File: src/rtl/core/aes_pkg.sv
package aes_pkg;

	typedef struct packed {
		logic        mode;
		logic [63:0] block_high;
		logic [63:0] block_low;
	} aes_in_t;

	typedef struct packed {
		logic [63:0] result_high;
		logic [63:0] result_low;
	} aes_out_t;

	// register indexes of the configuration port
	localparam logic [1:0] REG_KEY_HIGH = 2'd0;
	localparam logic [1:0] REG_KEY_LOW  = 2'd1;

	localparam logic       MODE_ENCRYPT = 1'b0;
	localparam logic       MODE_DECRYPT = 1'b1;

	localparam logic [7:0] XT_POLY = 8'h1b;

	localparam logic [7:0] FWD_SBOX [256] = '{
		8'h63,8'h7c,8'h77,8'h7b,8'hf2,8'h6b,8'h6f,8'hc5,8'h30,8'h01,8'h67,8'h2b,8'hfe,8'hd7,8'hab,8'h76,
		8'hca,8'h82,8'hc9,8'h7d,8'hfa,8'h59,8'h47,8'hf0,8'had,8'hd4,8'ha2,8'haf,8'h9c,8'ha4,8'h72,8'hc0,
		8'hb7,8'hfd,8'h93,8'h26,8'h36,8'h3f,8'hf7,8'hcc,8'h34,8'ha5,8'he5,8'hf1,8'h71,8'hd8,8'h31,8'h15,
		8'h04,8'hc7,8'h23,8'hc3,8'h18,8'h96,8'h05,8'h9a,8'h07,8'h12,8'h80,8'he2,8'heb,8'h27,8'hb2,8'h75,
		8'h09,8'h83,8'h2c,8'h1a,8'h1b,8'h6e,8'h5a,8'ha0,8'h52,8'h3b,8'hd6,8'hb3,8'h29,8'he3,8'h2f,8'h84,
		8'h53,8'hd1,8'h00,8'hed,8'h20,8'hfc,8'hb1,8'h5b,8'h6a,8'hcb,8'hbe,8'h39,8'h4a,8'h4c,8'h58,8'hcf,
		8'hd0,8'hef,8'haa,8'hfb,8'h43,8'h4d,8'h33,8'h85,8'h45,8'hf9,8'h02,8'h7f,8'h50,8'h3c,8'h9f,8'ha8,
		8'h51,8'ha3,8'h40,8'h8f,8'h92,8'h9d,8'h38,8'hf5,8'hbc,8'hb6,8'hda,8'h21,8'h10,8'hff,8'hf3,8'hd2,
		8'hcd,8'h0c,8'h13,8'hec,8'h5f,8'h97,8'h44,8'h17,8'hc4,8'ha7,8'h7e,8'h3d,8'h64,8'h5d,8'h19,8'h73,
		8'h60,8'h81,8'h4f,8'hdc,8'h22,8'h2a,8'h90,8'h88,8'h46,8'hee,8'hb8,8'h14,8'hde,8'h5e,8'h0b,8'hdb,
		8'he0,8'h32,8'h3a,8'h0a,8'h49,8'h06,8'h24,8'h5c,8'hc2,8'hd3,8'hac,8'h62,8'h91,8'h95,8'he4,8'h79,
		8'he7,8'hc8,8'h37,8'h6d,8'h8d,8'hd5,8'h4e,8'ha9,8'h6c,8'h56,8'hf4,8'hea,8'h65,8'h7a,8'hae,8'h08,
		8'hba,8'h78,8'h25,8'h2e,8'h1c,8'ha6,8'hb4,8'hc6,8'he8,8'hdd,8'h74,8'h1f,8'h4b,8'hbd,8'h8b,8'h8a,
		8'h70,8'h3e,8'hb5,8'h66,8'h48,8'h03,8'hf6,8'h0e,8'h61,8'h35,8'h57,8'hb9,8'h86,8'hc1,8'h1d,8'h9e,
		8'he1,8'hf8,8'h98,8'h11,8'h69,8'hd9,8'h8e,8'h94,8'h9b,8'h1e,8'h87,8'he9,8'hce,8'h55,8'h28,8'hdf,
		8'h8c,8'ha1,8'h89,8'h0d,8'hbf,8'he6,8'h42,8'h68,8'h41,8'h99,8'h2d,8'h0f,8'hb0,8'h54,8'hbb,8'h16
	};

	localparam logic [7:0] INV_SBOX [256] = '{
		8'h52,8'h09,8'h6a,8'hd5,8'h30,8'h36,8'ha5,8'h38,8'hbf,8'h40,8'ha3,8'h9e,8'h81,8'hf3,8'hd7,8'hfb,
		8'h7c,8'he3,8'h39,8'h82,8'h9b,8'h2f,8'hff,8'h87,8'h34,8'h8e,8'h43,8'h44,8'hc4,8'hde,8'he9,8'hcb,
		8'h54,8'h7b,8'h94,8'h32,8'ha6,8'hc2,8'h23,8'h3d,8'hee,8'h4c,8'h95,8'h0b,8'h42,8'hfa,8'hc3,8'h4e,
		8'h08,8'h2e,8'ha1,8'h66,8'h28,8'hd9,8'h24,8'hb2,8'h76,8'h5b,8'ha2,8'h49,8'h6d,8'h8b,8'hd1,8'h25,
		8'h72,8'hf8,8'hf6,8'h64,8'h86,8'h68,8'h98,8'h16,8'hd4,8'ha4,8'h5c,8'hcc,8'h5d,8'h65,8'hb6,8'h92,
		8'h6c,8'h70,8'h48,8'h50,8'hfd,8'hed,8'hb9,8'hda,8'h5e,8'h15,8'h46,8'h57,8'ha7,8'h8d,8'h9d,8'h84,
		8'h90,8'hd8,8'hab,8'h00,8'h8c,8'hbc,8'hd3,8'h0a,8'hf7,8'he4,8'h58,8'h05,8'hb8,8'hb3,8'h45,8'h06,
		8'hd0,8'h2c,8'h1e,8'h8f,8'hca,8'h3f,8'h0f,8'h02,8'hc1,8'haf,8'hbd,8'h03,8'h01,8'h13,8'h8a,8'h6b,
		8'h3a,8'h91,8'h11,8'h41,8'h4f,8'h67,8'hdc,8'hea,8'h97,8'hf2,8'hcf,8'hce,8'hf0,8'hb4,8'he6,8'h73,
		8'h96,8'hac,8'h74,8'h22,8'he7,8'had,8'h35,8'h85,8'he2,8'hf9,8'h37,8'he8,8'h1c,8'h75,8'hdf,8'h6e,
		8'h47,8'hf1,8'h1a,8'h71,8'h1d,8'h29,8'hc5,8'h89,8'h6f,8'hb7,8'h62,8'h0e,8'haa,8'h18,8'hbe,8'h1b,
		8'hfc,8'h56,8'h3e,8'h4b,8'hc6,8'hd2,8'h79,8'h20,8'h9a,8'hdb,8'hc0,8'hfe,8'h78,8'hcd,8'h5a,8'hf4,
		8'h1f,8'hdd,8'ha8,8'h33,8'h88,8'h07,8'hc7,8'h31,8'hb1,8'h12,8'h10,8'h59,8'h27,8'h80,8'hec,8'h5f,
		8'h60,8'h51,8'h7f,8'ha9,8'h19,8'hb5,8'h4a,8'h0d,8'h2d,8'he5,8'h7a,8'h9f,8'h93,8'hc9,8'h9c,8'hef,
		8'ha0,8'he0,8'h3b,8'h4d,8'hae,8'h2a,8'hf5,8'hb0,8'hc8,8'heb,8'hbb,8'h3c,8'h83,8'h53,8'h99,8'h61,
		8'h17,8'h2b,8'h04,8'h7e,8'hba,8'h77,8'hd6,8'h26,8'he1,8'h69,8'h14,8'h63,8'h55,8'h21,8'h0c,8'h7d
	};

	// commands from the controller to the datapath
	typedef struct packed {
		logic       load;
		logic       round;
		logic       last;
		logic [3:0] rnd;
		logic       exp_step;
		logic [3:0] exp_idx;
	} aes_cmd_t;

	typedef struct packed {
		logic key_written;
	} aes_status_t;

	function automatic logic [7:0] xt(input logic [7:0] b);
		return {b[6:0], 1'b0} ^ (b[7] ? XT_POLY : 8'h00);
	endfunction

	function automatic logic [7:0] rcon(input logic [3:0] i);
		logic [7:0] rc;
		case (i)
			4'd1:    rc = 8'h01;
			4'd2:    rc = 8'h02;
			4'd3:    rc = 8'h04;
			4'd4:    rc = 8'h08;
			4'd5:    rc = 8'h10;
			4'd6:    rc = 8'h20;
			4'd7:    rc = 8'h40;
			4'd8:    rc = 8'h80;
			4'd9:    rc = 8'h1b;
			4'd10:   rc = 8'h36;
			default: rc = 8'h00;
		endcase
		return rc;
	endfunction

	// byte k of the block sits at bits 127-8k down
	function automatic logic [127:0] sub_shift(input logic [127:0] s, input logic inv);
		logic [127:0] o;
		int src;
		o = '0;
		for (int c = 0; c < 4; c++) begin
			for (int r = 0; r < 4; r++) begin
				if (inv) begin
					src = ((c + 4 - r) % 4) * 4 + r;
					o[127 - 8 * (c * 4 + r) -: 8] = INV_SBOX[s[127 - 8 * src -: 8]];
				end else begin
					src = ((c + r) % 4) * 4 + r;
					o[127 - 8 * (c * 4 + r) -: 8] = FWD_SBOX[s[127 - 8 * src -: 8]];
				end
			end
		end
		return o;
	endfunction

	function automatic logic [127:0] mix(input logic [127:0] s, input logic inv);
		logic [127:0] o;
		logic [7:0] a [4];
		logic [7:0] x2 [4];
		logic [7:0] x4 [4];
		logic [7:0] x8 [4];
		logic [7:0] m9 [4];
		logic [7:0] mb [4];
		logic [7:0] md [4];
		logic [7:0] me [4];
		o = '0;
		for (int c = 0; c < 4; c++) begin
			for (int k = 0; k < 4; k++) begin
				a[k]  = s[127 - 8 * (c * 4 + k) -: 8];
				x2[k] = xt(a[k]);
				x4[k] = xt(x2[k]);
				x8[k] = xt(x4[k]);
				m9[k] = x8[k] ^ a[k];
				mb[k] = x8[k] ^ x2[k] ^ a[k];
				md[k] = x8[k] ^ x4[k] ^ a[k];
				me[k] = x8[k] ^ x4[k] ^ x2[k];
			end
			for (int r = 0; r < 4; r++) begin
				if (inv)
					o[127 - 8 * (c * 4 + r) -: 8] = me[r] ^ mb[(r + 1) % 4]
						^ md[(r + 2) % 4] ^ m9[(r + 3) % 4];
				else
					o[127 - 8 * (c * 4 + r) -: 8] = x2[r] ^ x2[(r + 1) % 4]
						^ a[(r + 1) % 4] ^ a[(r + 2) % 4] ^ a[(r + 3) % 4];
			end
		end
		return o;
	endfunction

	function automatic logic [127:0] key_next(input logic [127:0] k, input logic [7:0] rc);
		logic [31:0] w3;
		logic [31:0] t;
		logic [31:0] n0;
		logic [31:0] n1;
		logic [31:0] n2;
		logic [31:0] n3;
		w3 = k[31:0];
		t = {FWD_SBOX[w3[23:16]], FWD_SBOX[w3[15:8]], FWD_SBOX[w3[7:0]],
			FWD_SBOX[w3[31:24]]} ^ {rc, 24'h000000};
		n0 = k[127:96] ^ t;
		n1 = k[95:64] ^ n0;
		n2 = k[63:32] ^ n1;
		n3 = k[31:0] ^ n2;
		return {n0, n1, n2, n3};
	endfunction

endpackage

File: src/rtl/core/aes_ctrl.sv
module aes_ctrl #(
	parameter int ROUND_KEY_WORDS = 44
) (
	input  logic                 clk,
	input  logic                 arst_n,
	input  logic                 start,
	input  aes_pkg::aes_status_t status,
	output aes_pkg::aes_cmd_t    cmd,
	output logic                 busy,
	output logic                 done
);

	localparam int NR = ROUND_KEY_WORDS / 4 - 1;

	typedef enum logic [1:0] {
		ST_EXPAND,
		ST_IDLE,
		ST_RUN
	} state_t;

	state_t     state_q;
	logic [3:0] cnt_q;
	logic       done_q;

	assign busy = (state_q != ST_IDLE);
	assign done = done_q;

	assign cmd.load     = start && (state_q == ST_IDLE);
	assign cmd.round    = (state_q == ST_RUN);
	assign cmd.last     = (cnt_q == 4'(NR));
	assign cmd.rnd      = cnt_q;
	assign cmd.exp_step = (state_q == ST_EXPAND);
	assign cmd.exp_idx  = cnt_q;

	always_ff @(posedge clk or negedge arst_n) begin
		if (!arst_n) begin
			state_q <= ST_EXPAND;
			cnt_q   <= '0;
			done_q  <= 1'b0;
		end else begin
			done_q <= 1'b0;
			if (status.key_written) begin
				// new key: rebuild the schedule from round zero
				state_q <= ST_EXPAND;
				cnt_q   <= '0;
			end else begin
				case (state_q)
					ST_EXPAND: begin
						if (cnt_q == 4'(NR)) begin
							state_q <= ST_IDLE;
							cnt_q   <= '0;
						end else begin
							cnt_q <= cnt_q + 4'd1;
						end
					end
					ST_IDLE: begin
						if (start) begin
							state_q <= ST_RUN;
							cnt_q   <= 4'd1;
						end
					end
					ST_RUN: begin
						if (cnt_q == 4'(NR)) begin
							state_q <= ST_IDLE;
							cnt_q   <= '0;
							done_q  <= 1'b1;
						end else begin
							cnt_q <= cnt_q + 4'd1;
						end
					end
					default: begin
						state_q <= ST_IDLE;
						cnt_q   <= '0;
					end
				endcase
			end
		end
	end

	a_done_after_last: assert property (@(posedge clk) disable iff (!arst_n)
		done |-> $past(state_q == ST_RUN && cnt_q == 4'(NR)))
		else $error("result strobe without a final round");

	a_load_starts_run: assert property (@(posedge clk) disable iff (!arst_n)
		(cmd.load && !status.key_written) |=> (state_q == ST_RUN && cnt_q == 4'd1))
		else $error("accepted block did not start round one");

	a_run_count: assert property (@(posedge clk) disable iff (!arst_n)
		(state_q == ST_RUN) |-> (cnt_q >= 4'd1 && cnt_q <= 4'(NR)))
		else $error("round count out of range");

	a_key_reexpand: assert property (@(posedge clk) disable iff (!arst_n)
		status.key_written |=> (state_q == ST_EXPAND && cnt_q == 4'd0 && busy))
		else $error("key write did not restart the schedule");

endmodule

File: config.mk
export PLATFORM = sky130hd
export DESIGN_NAME = aes_ctrl
export DESIGN_NICKNAME = d
export VERILOG_FILES = /design/src/rtl/core/aes_pkg.sv /design/src/rtl/core/aes_ctrl.sv
export SDC_FILE = /design/constraint.sdc
export NUM_CORES = 1
export LEC_CHECK = 0
export BUFFER_PORTS_ARGS = -buffer_cell sky130_fd_sc_hd__clkbuf_2
export CAP_MARGIN = 40
export CORE_MARGIN = 8
export CORE_UTILIZATION = 30
export CTS_BUF_LIST = sky130_fd_sc_hd__clkbuf_16
export DETAILED_ROUTE_END_ITERATION = 6
export GPL_TIMING_DRIVEN = 0
export PLACE_DENSITY = 0.61
export SYNTH_ARGS = -nofsm -noshare
export SYNTH_HDL_FRONTEND = slang
export SYNTH_SLANG_ARGS = --single-unit
File: constraint.sdc
create_clock -name clk -period 1.9 [get_ports clk]
set_input_delay 0.38 -clock clk [delete_from_list [all_inputs] [get_ports clk]]
set_output_delay 0.38 -clock clk [all_outputs]
set_load 0.01 [all_outputs]
==> results of run 1 <==
worst paths after layout:
check                           end  slack, ps
max reg2reg                cnt_q[0]        550
max in group asynchronous  cnt_q[1]       1210
min                        cnt_q[0]        450
min reg2reg                cnt_q[2]        580
min in group asynchronous  cnt_q[2]        520
max                          cmd[9]        210
critical path: stages (launching register included):
cell and delay (ps):
dfrtp_1 440, inv_1 90, ha_1 210, nand3b_4 120, inv_2 90, clkbuf_2 130
power groups by stage:
stage	Sequential, mW	Clock [mW]	Combinational (mW)
3_5_place_dp	0.166	0	0.0515
6_report	0.164	0.352	0.0523
2_1_floorplan	0.167	0	0.0259
5_1_grt	0.167	0.372	0.0582
3_3_place_gp	0.166	0	0.0506
4_1_cts	0.165	0.360	0.0533
logic make-up after synthesis:
logic type	after synthesis
and+or+nand+nor	20
buffers and inverters	8
AOI/OAI and AO/OA	7
DFF	7
adders and majority gates	2
registers in the layout (all words and copies together), names as in the netlist:
| signal | cells |
|---|---|
| state_q | 2 |
| done | 1 |
| cnt_q | 4 |
placed cells by master (no fill, tap or decap), drive strengths merged:
master       synthesis  routed
o32a                 1       1
nor4b                1       1
clkbuf               1      21
and2b                1       1
nor3b                1       1
o21ai                4       4
dlygate4sd3          0       1
ha                   2       2
nor3                 2       2
nand3b               2       2
nand2                3       3
nand3                2       2
a21oi                1       1
buf                  4       4
a31oi                1       1
and3b                1       1
inv                  3       4
nand2b               1       1
nor2                 6       6
dfrtp                7       7
cell type report:
cell class	count	area share
clock buffers	3	0.122
repair buffers	18	0.154
flip-flops and latches	7	0.285
multi-input cells	29	0.327
well taps	15	0.0305
clock inverters	1	0.00610
plain buffers	5	0.0569
inverters	3	0.0183
what timing repair did:
item                                    in CTS  in global routing
resized for setup                            0                  0
hold buffers                                 1                  0
endpoints found under the hold margin        7                  0
endpoints found under the setup margin       0                  0
per-layer routing:
| layer | global-route usage | up-vias | wire (um) |
|---|---|---|---|
| met5 | 0 | - | 0 |
| met4 | 0.0504 | 0 | 27 |
| met3 | 0.0413 | 4 | 69 |
| met2 | 0.119 | 14 | 424 |
| met1 | 0.0902 | 174 | 455 |
| li1 | - | 189 | - |
==> impl_metrics.csv, run 1 <==
group,metric,value,unit
sta,fmax,593,MHz
setup_path,path_max_fanout,7,
sta,hold_slack,446,ps
layout,nFillCells,123,
setup_path,worstReg2RegStart,"cnt_q[0]",
power_and_ir_drop,combPwrFrac,0.092,
layout,antenna_cells,0,
setup_path,cp-startpoint,"cnt_q[0]",
power_and_ir_drop,p_seq_frac,0.289,
power_and_ir_drop,pwr_density_cell,923,mW/mm2
routing,ant_nets,0,
cts,cts_buffers,3,
sta,period_needed,1690,ps
power_and_ir_drop,p_int,455,uW
logic_synthesis,async_reset_ff_frac,1.00,
cts,clk_latency,230,ps
routing,drtIter0Drc,3,
place,dp_hpwl,732,um
logic_synthesis,synth.area.top_cells,"dfrtp_1 41%, buf_4 7.1%, ha_1 5.9%",
hold_path,hold_class,"input port to register",
logic_synthesis,yosysMostFrequentCell,"dfrtp_1",
sta,setup-tns-final,0,ps
setup_path,start_kind,"register",
logic_synthesis,synthDistinctLibCells,21,
sta,finalCritPeriodShare,0.887,
routing,wl,977,um
global_routing,grt_usage,0.0806,
sta,drv_slew,0,
cts,cts_buffer_depth,2,
place,gp_congestion,0.724,
cts,cts_tree,"built",
power_and_ir_drop,ir_drop,0.000481,V
logic_synthesis,yosysTopAreaCell,"dfrtp_1",
layout,regArea,175,um2
sta,maxSlewHeadroom,0.819,
global_routing,grt_max_degree,10,
hold_path,hold_path_startpoint,"status",
floorplanning,die_y,53.5,um
power_and_ir_drop,power.total,568,uW
logic_synthesis,yosysWarnings,0,
cts,postCtsSetupBuffers,0,
sta,rsz0062_at_grt,"false",
place,dp_cells,76,
layout,multiInputGateArea,201,um2
routing,viasPerCell,4.70,
layout,layout-drive-gt1-share,0.424,
global_routing,grt_pass1_wl,1660,um
logic_synthesis,synth_nets,50,
logic_synthesis,ys_ff_latch,7,
hold_path,hold_path_depth,2,
logic_synthesis,synthCells,44,
logic_synthesis,synth_top_family_by_area,"simple AND/OR/NAND/NOR gates",
setup_path,crit_required,1520,ps
logic_synthesis,synthXorXnorAreaFrac,0,
floorplanning,initial_core_util,0.321,
routing,route.detailed.drc,0,
logic_synthesis,synthAdderAreaFrac,0.0592,
layout,synthToLayoutAreaGrowth,45.6,%
logic_synthesis,synthMuxAreaShare,0,
power_and_ir_drop,p_leak,0.351,nW
cts,h-tree-depth,1,
logic_synthesis,synth_area_per_cell,9.61,um2
setup_path,worstSetupPathType,"register to output pin",
global_routing,grt_pass1_vias,375,
cts,clkTransAtPathRegs,30,ps
logic_synthesis,ys_top_cells_by_count,"7 x dfrtp_1, 6 x nor2_1, 4 x buf_4, 4 x o21ai_0, 3 x nand2_1",
global_routing,antenna_found_initial,0,
routing,vias,381,
floorplanning,rows,13,
setup_path,worst_setup_path_end_kind,"output pin",
logic_synthesis,synth_edf_count,0,
logic_synthesis,synthSimpleGateAreaFrac,0.320,
global_routing,overflow,0,
floorplanning,io_pins,18,
place,place_ws,454,ps
layout,fin_nets,73,
logic_synthesis,synthFlopType,"dfrtp_1",
setup_path,r2r_cells,6,
cts,root_buffer,"clkbuf_16",
floorplanning,core,0.00132,mm2
logic_synthesis,netlist_area,423,um2
sta,setup_ws,214,ps
logic_synthesis,yosysSeqAreaShare,0.414,
routing,post_drt_wl_per_cell,12.1,um
sta,final-setup-viol-count,0,
power_and_ir_drop,switchingPower,114,uW
place,placed_area,527,um2
floorplanning,die_x,53.5,um
logic_synthesis,synth_top_cell_area_share,0.414,
power_and_ir_drop,clockPowerShare,0.619,
sta,worst_slew_pin_slew,271,ps
setup_path,cp.arrival,1310,ps
place,numPortBuffers,17,
sta,finalHoldViolCount,0,
power_and_ir_drop,p_sw_frac,0.200,
job,cap_violations,0,
routing,dr.pass1.iters,3,
sta,fin_worst_skew,1.36,ps
floorplanning,dieArea,0.00287,mm2
layout,final_area,616,um2
cts,numClockSinks,7,
layout,fin_cells,81,
status,status,"finished clean",
layout,fin_util,0.467,
logic_synthesis,synth_compound_area_frac,0.0976,
Power figures use the tool's default switching activity.
==> inputs of run 2 (changes only) <==
--- a/config.mk
+++ b/config.mk
@@ -7,12 +7,14 @@
 export LEC_CHECK = 0
 export BUFFER_PORTS_ARGS = -buffer_cell sky130_fd_sc_hd__clkbuf_2
 export CAP_MARGIN = 40
+export CELL_PAD_IN_SITES_DETAIL_PLACEMENT = 1
+export CELL_PAD_IN_SITES_GLOBAL_PLACEMENT = 2
 export CORE_MARGIN = 8
-export CORE_UTILIZATION = 30
+export CORE_UTILIZATION = 27
 export CTS_BUF_LIST = sky130_fd_sc_hd__clkbuf_16
 export DETAILED_ROUTE_END_ITERATION = 6
 export GPL_TIMING_DRIVEN = 0
-export PLACE_DENSITY = 0.61
+export PLACE_DENSITY = 0.85
 export SYNTH_ARGS = -nofsm -noshare
 export SYNTH_HDL_FRONTEND = slang
 export SYNTH_SLANG_ARGS = --single-unit
==> impl_metrics.csv, run 2 (same netlist as run 1, synthesis figures left out) <==
group,metric,value,unit
setup_path,slowest_stage,"dfrtp_1",
global_routing,antenna_found_initial,0,
sta,finalCritPeriodShare,0.911,
layout,regArea,175,um2
power_and_ir_drop,p_leak,0.351,nW
floorplanning,die_x,55.6,um
sta,setup_ws,169,ps
sta,hold_slack,450,ps
power_and_ir_drop,ir_drop,0.000436,V
floorplanning,io_pins,18,
setup_path,slowest_delay,450,ps
job,cap_violations,0,
floorplanning,die_y,55.6,um
cts,clk_latency,230,ps
sta,drv_slew,0,
place,gp_congestion,0.697,
global_routing,grt_max_degree,10,
place,numPortBuffers,17,
sta,fin_worst_skew,1.68,ps
floorplanning,initial_core_util,0.284,
layout,largest_reg_flops,4,
hold_path,hold_class,"input port to register",
layout,regMostFlops,"cnt_q",
sta,worst_slew_pin_slew,313,ps
setup_path,start_kind,"register",
sta,rsz0062_at_grt,"false",
place,dp_cells,77,
cts,clkTransAtPathRegs,40,ps
sta,finalHoldViolCount,0,
global_routing,grt_usage,0.0878,
routing,drtIter0Drc,4,
layout,nFillCells,185,
cts,h-tree-depth,1,
layout,synthToLayoutAreaGrowth,45.9,%
cts,root_buffer,"clkbuf_16",
routing,route.detailed.drc,0,
cts,cts_tree,"built",
status,status,"finished clean",
layout,fin_nets,73,
setup_path,crit_chain,"inv_1, ha_1, nand3b_4, inv_2, clkbuf_2",
global_routing,grt_pass1_wl,2130,um
power_and_ir_drop,pwr_density_cell,936,mW/mm2
global_routing,grt_pass1_vias,428,
layout,multiInputGateArea,201,um2
cts,numClockSinks,7,
floorplanning,dieArea,0.00309,mm2
sta,maxSlewHeadroom,0.791,
floorplanning,rows,14,
routing,wl,1280,um
cts,postCtsSetupBuffers,0,
global_routing,overflow,0,
layout,antenna_cells,0,
place,place_ws,426,ps
power_and_ir_drop,power.total,578,uW
setup_path,worst_setup_path_end_kind,"output pin",
place,dp_hpwl,888,um
cts,cts_buffers,3,
floorplanning,core,0.00149,mm2
cts,cts_buffer_depth,2,
layout,layout-drive-gt1-share,0.424,
routing,viasPerCell,4.84,
layout,final_common_cell,"clkbuf_2",
sta,final-setup-viol-count,0,
routing,post_drt_wl_per_cell,15.6,um
sta,setup-tns-final,0,ps
routing,ant_nets,0,
setup_path,worstSetupPathType,"register to output pin",
setup_path,crit_required,1520,ps
setup_path,cp.arrival,1350,ps
routing,vias,397,
layout,final_cell_mix,"18 x clkbuf_2, 7 x dfrtp_1, 6 x nor2_1",
layout,fin_cells,82,
setup_path,path_max_fanout,7,
sta,fmax,578,MHz
sta,period_needed,1730,ps
routing,dr.pass1.iters,4,
==> run 2: area by class of cell <==
type | instances | area share
Multi-Input combinational cell | 29 | 0.327
Sequential cell | 7 | 0.284
Timing Repair Buffer | 18 | 0.154
Clock buffer | 3 | 0.122
Buffer | 5 | 0.0568
Tap cell | 16 | 0.0325
Inverter | 3 | 0.0183
Clock inverter | 1 | 0.00609
==> run 2: timing repair <==
| action | 4_1_cts | 5_1_grt |
|---|---|---|
| gates resized for setup | 0 | 0 |
| hold endpoints to repair | 7 | 0 |
| hold buffers | 1 | 0 |
==> run 2: worst max-delay path, delay by kind of cell, from the launching register on <==
family	cells	cell delay [ps]
AND/OR/NAND/NOR	1	120
adder cells (fa/ha/maj)	1	220
flip-flops	1	450
buffers and inverters	3	320
==> run 2: per-layer routing <==
| metal | GRT usage | routed length [um] | vias to the layer above |
|---|---|---|---|
| li1 | - | - | 189 |
| met1 | 0.0866 | 500 | 184 |
| met2 | 0.141 | 626 | 22 |
| met3 | 0.0548 | 144 | 2 |
| met4 | 0.0423 | 10 | 0 |
| met5 | 0 | 0 | - |
==> run 2: stage by stage <==
| stage | util | area [um2] |
|---|---|---|
| after floorplan | - | 423 |
| after global placement | 0.355 | 528 |
| after detailed placement | 0.355 | 528 |
| after CTS | 0.414 | 617 |
| after global routing | 0.414 | 617 |
| final | 0.414 | 617 |
==> run 2: worst paths after layout <==
path | start | end | slack, ps | cells past startpoint
min in group asynchronous | arst_n | cnt_q[1] | 530 | 2
setup reg to reg | cnt_q[0] | cnt_q[0] | 490 | 6
hold / removal | status | cnt_q[0] | 450 | 2
max in group asynchronous | arst_n | state_q[0] | 1200 | 2
setup / recovery | cnt_q[0] | cmd[9] | 170 | 5
hold reg to reg | cnt_q[2] | cnt_q[2] | 580 | 1
==> run 2: report_power, final <==
part           internal (mW)  leakage (nW)  switching, mW
Clock                  0.274        0.0423         0.0829
Combinational         0.0259         0.213         0.0293
Sequential             0.155        0.0953         0.0100
